--- config.mk ---
export PLATFORM = sky130hd
export DESIGN_NAME = base85_hunk_decoder_core
export DESIGN_NICKNAME = d
export VERILOG_FILES = /design/src/rtl/core/b85hd_pkg.sv /design/src/rtl/core/b85hd_calc.sv /design/src/rtl/core/base85_hunk_decoder_core.sv
export VERILOG_INCLUDE_DIRS = /design/src /design/src/rtl/core
export SDC_FILE = /design/constraint.sdc
export NUM_CORES = 1
export LEC_CHECK = 0
export ABC_AREA = 1
export ABC_CLOCK_PERIOD_IN_PS = 7800
export BUFFER_PORTS_ARGS = -buffer_cell sky130_fd_sc_hd__buf_2
export CAP_MARGIN = 25
export CORE_MARGIN = 5
export CORE_UTILIZATION = 59
export DETAILED_ROUTE_END_ITERATION = 16
export PLACE_DENSITY = 0.81
export SLEW_MARGIN = 20
export SYNTH_ARGS = -nofsm -noshare
export SYNTH_HDL_FRONTEND = slang
export SYNTH_SLANG_ARGS = --single-unit
--- constraint.sdc ---
create_clock -name clk -period 7.8 [get_ports clk]
set_input_delay 1.56 -clock clk [delete_from_list [all_inputs] [get_ports clk]]
set_output_delay 1.56 -clock clk [all_outputs]
set_load 0.03 [all_outputs]
--- src/rtl/core/assert_macros.svh ---
// ---------------------------------------------------------------------------
// assertion helpers used by the core rtl
// ---------------------------------------------------------------------------
`ifndef ASSERT_MACROS_SVH
`define ASSERT_MACROS_SVH

// same-cycle implication, off while reset is asserted
`define ASSERT_IMPL(label, clk, rst_n, ante, cons) \
    label: assert property (@(posedge clk) disable iff (!rst_n) (ante) |-> (cons)) \
        else $error("assertion failed");

// next-cycle implication, off while reset is asserted
`define ASSERT_NEXT(label, clk, rst_n, ante, cons) \
    label: assert property (@(posedge clk) disable iff (!rst_n) (ante) |=> (cons)) \
        else $error("assertion failed");

`endif

--- src/rtl/core/b85hd_pkg.sv ---
// ---------------------------------------------------------------------------
// b85hd_pkg
// types, constants and the symbol lookup for the base85 hunk decoder
// ---------------------------------------------------------------------------
package b85hd_pkg;

    localparam int HUNK_CHARS = 5;
    localparam logic [6:0] PAD_DIGIT = 7'd84;
    localparam logic [2:0] MAX_COUNT = 3'd5;

    typedef enum logic [1:0] {
        ST_OK       = 2'd0,
        ST_BAD_CHAR = 2'd1,
        ST_OVERFLOW = 2'd2
    } status_t;

    // radix 85 weights, first character most significant
    typedef logic [32:0] weight_t;
    localparam weight_t WEIGHTS [HUNK_CHARS] = '{
        33'd52200625, 33'd614125, 33'd7225, 33'd85, 33'd1
    };

    typedef struct packed {
        logic [7:0] byte_a;
        logic [7:0] byte_b;
        logic [7:0] byte_c;
        logic [7:0] byte_d;
        logic [2:0] byte_count;
        status_t    status;
    } result_t;

    // {hit, digit}; hit low when the byte is outside the alphabet
    function automatic logic [7:0] sym_digit(input logic [7:0] c);
        logic [7:0] r;
        r = 8'd0;
        case (c) inside
            [8'h30:8'h39]: r = {1'b1, 7'(c - 8'h30)};
            [8'h41:8'h5a]: r = {1'b1, 7'(c - 8'h41 + 8'd10)};
            [8'h61:8'h7a]: r = {1'b1, 7'(c - 8'h61 + 8'd36)};
            8'h21: r = {1'b1, 7'd62};
            8'h23: r = {1'b1, 7'd63};
            8'h24: r = {1'b1, 7'd64};
            8'h25: r = {1'b1, 7'd65};
            8'h26: r = {1'b1, 7'd66};
            8'h28: r = {1'b1, 7'd67};
            8'h29: r = {1'b1, 7'd68};
            8'h2a: r = {1'b1, 7'd69};
            8'h2b: r = {1'b1, 7'd70};
            8'h2d: r = {1'b1, 7'd71};
            8'h3b: r = {1'b1, 7'd72};
            8'h3c: r = {1'b1, 7'd73};
            8'h3d: r = {1'b1, 7'd74};
            8'h3e: r = {1'b1, 7'd75};
            8'h3f: r = {1'b1, 7'd76};
            8'h40: r = {1'b1, 7'd77};
            8'h5e: r = {1'b1, 7'd78};
            8'h5f: r = {1'b1, 7'd79};
            8'h60: r = {1'b1, 7'd80};
            8'h7b: r = {1'b1, 7'd81};
            8'h7c: r = {1'b1, 7'd82};
            8'h7d: r = {1'b1, 7'd83};
            8'h7e: r = {1'b1, 7'd84};
            default: r = 8'd0;
        endcase
        return r;
    endfunction

endpackage

--- src/rtl/core/b85hd_calc.sv ---
// ---------------------------------------------------------------------------
// b85hd_calc
// combinational decode of one registered hunk into bytes, count and status
// ---------------------------------------------------------------------------
module b85hd_calc (
    input  logic [7:0]        char_a,
    input  logic [7:0]        char_b,
    input  logic [7:0]        char_c,
    input  logic [7:0]        char_d,
    input  logic [7:0]        char_e,
    input  logic [2:0]        char_count,
    output b85hd_pkg::result_t result
);
    import b85hd_pkg::*;

    logic [7:0]  chars [HUNK_CHARS];
    logic [7:0]  lookup [HUNK_CHARS];
    logic [6:0]  digit [HUNK_CHARS];
    logic [32:0] term [HUNK_CHARS];
    logic [HUNK_CHARS-1:0] in_use;
    logic [HUNK_CHARS-1:0] bad;
    logic [2:0]  count_sat;
    logic [32:0] acc;

    assign chars[0] = char_a;
    assign chars[1] = char_b;
    assign chars[2] = char_c;
    assign chars[3] = char_d;
    assign chars[4] = char_e;

    assign count_sat = (char_count > MAX_COUNT) ? MAX_COUNT : char_count;

    always_comb
    begin
        for (int i = 0; i < HUNK_CHARS; i++)
        begin
            lookup[i] = sym_digit(chars[i]);
            in_use[i] = (3'(i) < count_sat);
            bad[i]    = in_use[i] & ~lookup[i][7];
            digit[i]  = in_use[i] ? lookup[i][6:0] : PAD_DIGIT;
            term[i]   = 33'(digit[i]) * WEIGHTS[i];
        end
        acc = term[0] + term[1] + term[2] + term[3] + term[4];
    end

    always_comb
    begin
        result = '0;
        if (|bad)
        begin
            result.status = ST_BAD_CHAR;
        end
        else if (acc[32])
        begin
            result.status = ST_OVERFLOW;
        end
        else
        begin
            result.byte_a     = acc[31:24];
            result.byte_b     = acc[23:16];
            result.byte_c     = acc[15:8];
            result.byte_d     = acc[7:0];
            result.byte_count = count_sat - 3'd1;
            result.status     = ST_OK;
        end
    end

endmodule

--- src/rtl/core/base85_hunk_decoder_core.sv ---
// ---------------------------------------------------------------------------
// base85_hunk_decoder_core
// decodes one five-character base85 hunk per beat into four bytes
// ---------------------------------------------------------------------------
// usage:
//   hunk channel (hunk_valid/hunk_ready) carries char_a..char_e and
//   char_count; word channel (word_valid/word_ready) returns byte_a..byte_d,
//   byte_count and status, one word beat for every hunk beat, in order.
//   an accepted hunk sits in the input register until the decode logic
//   loads its word into the free result register, which drives word_valid.
//   throughput is one hunk per cycle while word_ready stays high, set by
//   the two-stage register pipe.
//   if the receiver holds word_ready low the result register holds its
//   word, the input register fills, and hunk_ready drops after that; both
//   stages advance together again once word_ready returns.
//   reset empties both stages; hunk_ready is high right after reset.
//   on a bad character or an overflow the bytes and byte_count are zero.
// ---------------------------------------------------------------------------
`include "assert_macros.svh"

module base85_hunk_decoder_core (
    input  logic       clk,
    input  logic       rst_n,
    input  logic       hunk_valid,
    output logic       hunk_ready,
    input  logic [7:0] char_a,
    input  logic [7:0] char_b,
    input  logic [7:0] char_c,
    input  logic [7:0] char_d,
    input  logic [7:0] char_e,
    input  logic [2:0] char_count,
    output logic       word_valid,
    input  logic       word_ready,
    output logic [7:0] byte_a,
    output logic [7:0] byte_b,
    output logic [7:0] byte_c,
    output logic [7:0] byte_d,
    output logic [2:0] byte_count,
    output logic [1:0] status
);
    import b85hd_pkg::*;

    logic       in_valid_reg;
    logic       in_valid_next;
    logic [7:0] ca_reg, cb_reg, cc_reg, cd_reg, ce_reg;
    logic [2:0] cnt_reg;
    logic       out_valid_reg;
    logic       out_valid_next;
    result_t    res_reg;
    result_t    res_next;
    logic       out_free;
    logic       in_move;
    logic       hunk_take;

    b85hd_calc u_calc (
        .char_a     (ca_reg),
        .char_b     (cb_reg),
        .char_c     (cc_reg),
        .char_d     (cd_reg),
        .char_e     (ce_reg),
        .char_count (cnt_reg),
        .result     (res_next)
    );

    assign out_free   = ~out_valid_reg | word_ready;
    assign in_move    = in_valid_reg & out_free;
    assign hunk_ready = ~in_valid_reg | out_free;
    assign hunk_take  = hunk_valid & hunk_ready;

    assign in_valid_next  = hunk_take | (in_valid_reg & ~out_free);
    assign out_valid_next = in_move | (out_valid_reg & ~word_ready);

    always_ff @(posedge clk or negedge rst_n)
    begin
        if (!rst_n)
        begin
            in_valid_reg  <= 1'b0;
            out_valid_reg <= 1'b0;
        end
        else
        begin
            in_valid_reg  <= in_valid_next;
            out_valid_reg <= out_valid_next;
        end
    end

    always_ff @(posedge clk)
    begin
        if (hunk_take)
        begin
            ca_reg  <= char_a;
            cb_reg  <= char_b;
            cc_reg  <= char_c;
            cd_reg  <= char_d;
            ce_reg  <= char_e;
            cnt_reg <= char_count;
        end
        if (in_move)
        begin
            res_reg <= res_next;
        end
    end

    assign word_valid = out_valid_reg;
    assign byte_a     = res_reg.byte_a;
    assign byte_b     = res_reg.byte_b;
    assign byte_c     = res_reg.byte_c;
    assign byte_d     = res_reg.byte_d;
    assign byte_count = res_reg.byte_count;
    assign status     = res_reg.status;

    // an error beat never carries data
    `ASSERT_IMPL(a_err_zero, clk, rst_n,
        out_valid_reg && res_reg.status != ST_OK,
        res_reg.byte_count == 3'd0 && res_reg.byte_a == 8'd0 && res_reg.byte_b == 8'd0
        && res_reg.byte_c == 8'd0 && res_reg.byte_d == 8'd0)

    // a good word never claims more than four bytes
    `ASSERT_IMPL(a_ok_count, clk, rst_n,
        out_valid_reg && res_reg.status == ST_OK,
        res_reg.byte_count <= 3'd4)

    // a hunk held behind a stalled result is not dropped
    `ASSERT_NEXT(a_in_hold, clk, rst_n,
        in_valid_reg && !out_free,
        in_valid_reg && out_valid_reg)

    // a decoded hunk always shows up on the word side next cycle
    `ASSERT_NEXT(a_move_out, clk, rst_n, in_move, out_valid_reg)

endmodule

==> results by group <==
Outcome
  • Status: complete, but fails checks
  • Failing checks: negative setup slack

Detailed routing
  • DRC Markers: 0
  • Detailed Route WL: around 59 mm
  • Wire per inst: around 19 microns
  • Post-route antenna net violation count: 0
  • Initial DRC count: 1619
  • Vias per std cell: approximately 5.7
  • Vias post-DR: between 15k and 20k
  • 1st-pass router iterations: 6

Synth
  • Mux share of post-synthesis cell area: 0%
  • Adder-cell share of the synthesized area: 40.5%
  • Yosys Warn Count: 0
  • Synth Area in XOR/XNOR: under 10%
  • Syn_area_per_cell: 7.71 sq um
  • Combinational family with the most area after synthesis: adder cells
  • Syn Nets: around 2.7k
  • Post-synth EDFFs: 80
  • Primary FF master, synth: edfxtp_1
  • Synth unique cells: between 50 and 60
  • Ys async rst share: about 2.4%
  • Seq cells post-synth: 82
  • Post-synthesis simple-gate area fraction: between 20% and 30%
  • Syn Inst Count: 2183
  • Register area share after synthesis: between 10% and 20%
  • Post-synthesis compound-gate area fraction: 8.12%
  • Post-Syn Area: approximately 17000 sq um

GRT
  • Vias in the first global route: ~18k
  • Total global routing overflow: 0
  • Gr usage total: a little over a third
  • First-pass GRT wire length: 89.9 mm
  • Initial antenna violation count: 0
  • Largest net degree at the start of global routing: 44

CTS
  • CTS Hold Bufs: 0
  • Clk_lat worst skew: 380 ps
  • Num CTS Buffers: 9
  • CTS tree: done
  • CTS root buf: clkbuf_16
  • Clock sink count: 82
  • Clock Path Buffers: 2
  • H-tree Lvls: 3
  • Clk slew on worst S/H paths: approximately 70 ps

Worst setup path
  • Crit path from: cd_reg[0]
  • Kind of critical path: reg2reg
  • CP max-delay cell: fa_1
  • Worst r2r src: cd_reg[0]
  • Critical path peak fanout: 7
  • CP delay by family, top: adder cells
  • CP endpoint kind: flip-flop
  • Crit path required time: roughly 8000 ps
  • CP Buf/Inv Count: 10
  • Slowest stage delay, CP: between 500 and 600 ps
  • Setup crit start kind: flip-flop
  • Arrival @ worst endpoint: just under 9000 ps

Placement
  • DP Worst Slack: -691 ps
  • PortBufs: 85
  • Dpl hpwl: around 41 mm
  • Placer Congestion: ~1

Floorplan
  • Die area: about 32000 sq um
  • Core area: between 20000 and 30000 sq um
  • Std cell rows: approximately 60
  • Die width: roughly 180 microns
  • Ports: 86
  • Die H: approximately 180 microns
  • Starting Density: around three fifths

Job
  • # Max-Cap Violations: 0

Layout
  • Area grow syn2layout: 36.0%
  • Diodes inserted: 0
  • Share of layout cells above drive strength 1: between 30% and 40%
  • Fin nets: roughly 3.2k

STA
  • Max_slew headroom: about a third
  • RSZ-0062 raised after global routing: yes
  • Slew Limit Fails: 0
  • Final worst slack: -625 ps
  • F_max: 119 MHz
  • Endpoints failing setup: 37
  • Post-route setup TNS: -20280 ps
  • Final min period: between 8000 and 9000 ps
  • Hold slack final: between 500 and 600 ps
  • Actual slew at the worst max-slew pin: between 900 and 1000 ps
  • Setup Skew: 17.5 ps
  • Final worst path period share: 108%
  • Final Hold Fails: 0

Worst hold path
  • Hold Path Origin: in_valid_reg
  • Worst hold path class: reg2reg
cells in the final DEF, fill, tap and decap left out, types with 42 or more instances in the layout:
cell | synthesis | routed
a21oi_1 | 89 | 67
buf_2 | 5 | 85
buf_4 | 5 | 405
edfxtp_1 | 80 | 80
fa_1 | 184 | 174
ha_1 | 251 | 200
ha_4 | 0 | 42
inv_1 | 544 | 478
inv_2 | 16 | 75
nand2_1 | 337 | 297
nand2_2 | 13 | 44
nand3_1 | 99 | 85
nor2_1 | 209 | 147
nor2_2 | 19 | 46
o21ai_0 | 87 | 64
Yosys cell counts (6+ instances only):
library cell | count | area share [%]
nor2_1 | 209 | 4.7
a31oi_1 | 9 | 0.33
o21ai_1 | 8 | 0.24
nor2_2 | 19 | 0.71
inv_1 | 544 | 12
buf_6 | 7 | 0.47
edfxtp_1 | 80 | 14
nand2_2 | 13 | 0.48
nand2_1 | 337 | 7.5
fa_1 | 184 | 22
nand3_1 | 99 | 2.9
ha_1 | 251 | 19
clkbuf_1 | 6 | 0.13
xnor2_1 | 21 | 1.1
o211ai_1 | 12 | 0.54
nor3_1 | 54 | 1.6
o21ai_0 | 87 | 2.6
o21bai_1 | 7 | 0.31
xor2_1 | 35 | 1.8
inv_2 | 16 | 0.36
nand4_1 | 22 | 0.82
a21oi_1 | 89 | 2.6
tightest hold or removal path, stage by stage (launching register included):
cell and delay (ps):
dfrtp_1 350, inv_1 80, nand2_1 70
worst paths after layout:
path                                endpoint  cells past startpoint  slack (ps)
worst max-delay path               byte_a[6]                     43        -620
worst min-delay path              word_valid                      2         530
worst max register to register     byte_a[6]                     43        -620
worst min register to register    word_valid                      2         530
max in group asynchronous       in_valid_reg                      1        6740
min in group asynchronous         word_valid                      1         960
cell type report:
class                   instances  area, sq um
flip-flops and latches         82         2450
clock inverters                 6         72.6
multi-input cells            1518        13700
clock buffers                  10          229
repair buffers                521         3870
inverters                     560         2120
well taps                     378          473
fillers                      1612         5120
per-stage QoR:
stage,cell area (sq um),utilization [%],cells
after floorplan,17000,-,2183
after global placement,20000,71.3,2920
after detailed placement,20000,71.4,2921
after CTS,22300,79.5,3050
after global routing,22900,81.7,3075
final,22900,81.7,3075
timing repair:
item                                    in CTS  in global routing
endpoints found under the setup margin      36                 37
buffers inserted                           110                 28
gates resized for setup                    277                141
pin swaps                                  159                 59
gates cloned                                 4                  0
routing by layer:
| metal | global-route usage [%] | vias to the layer above | wire (microns) |
|---|---|---|---|
| li1 | - | 7847 | - |
| met1 | 41.3 | 8274 | 21500 |
| met2 | 61.9 | 1127 | 28400 |
| met3 | 5.90 | 380 | 4810 |
| met4 | 20.4 | 0 | 4550 |
| met5 | 0 | - | 0 |
cell families (layout without fill, tap and decap cells):
family          Yosys count  count (layout)
compound gates          243             243
buf+inv                 583            1097
xor+xnor                 56              56
simple gates            784             784
flops                    82              82
fa+ha+maj               435             435
Power is not shown: default switching activity piles up to over one toggle a cycle in this logic, so the estimate is an artifact.
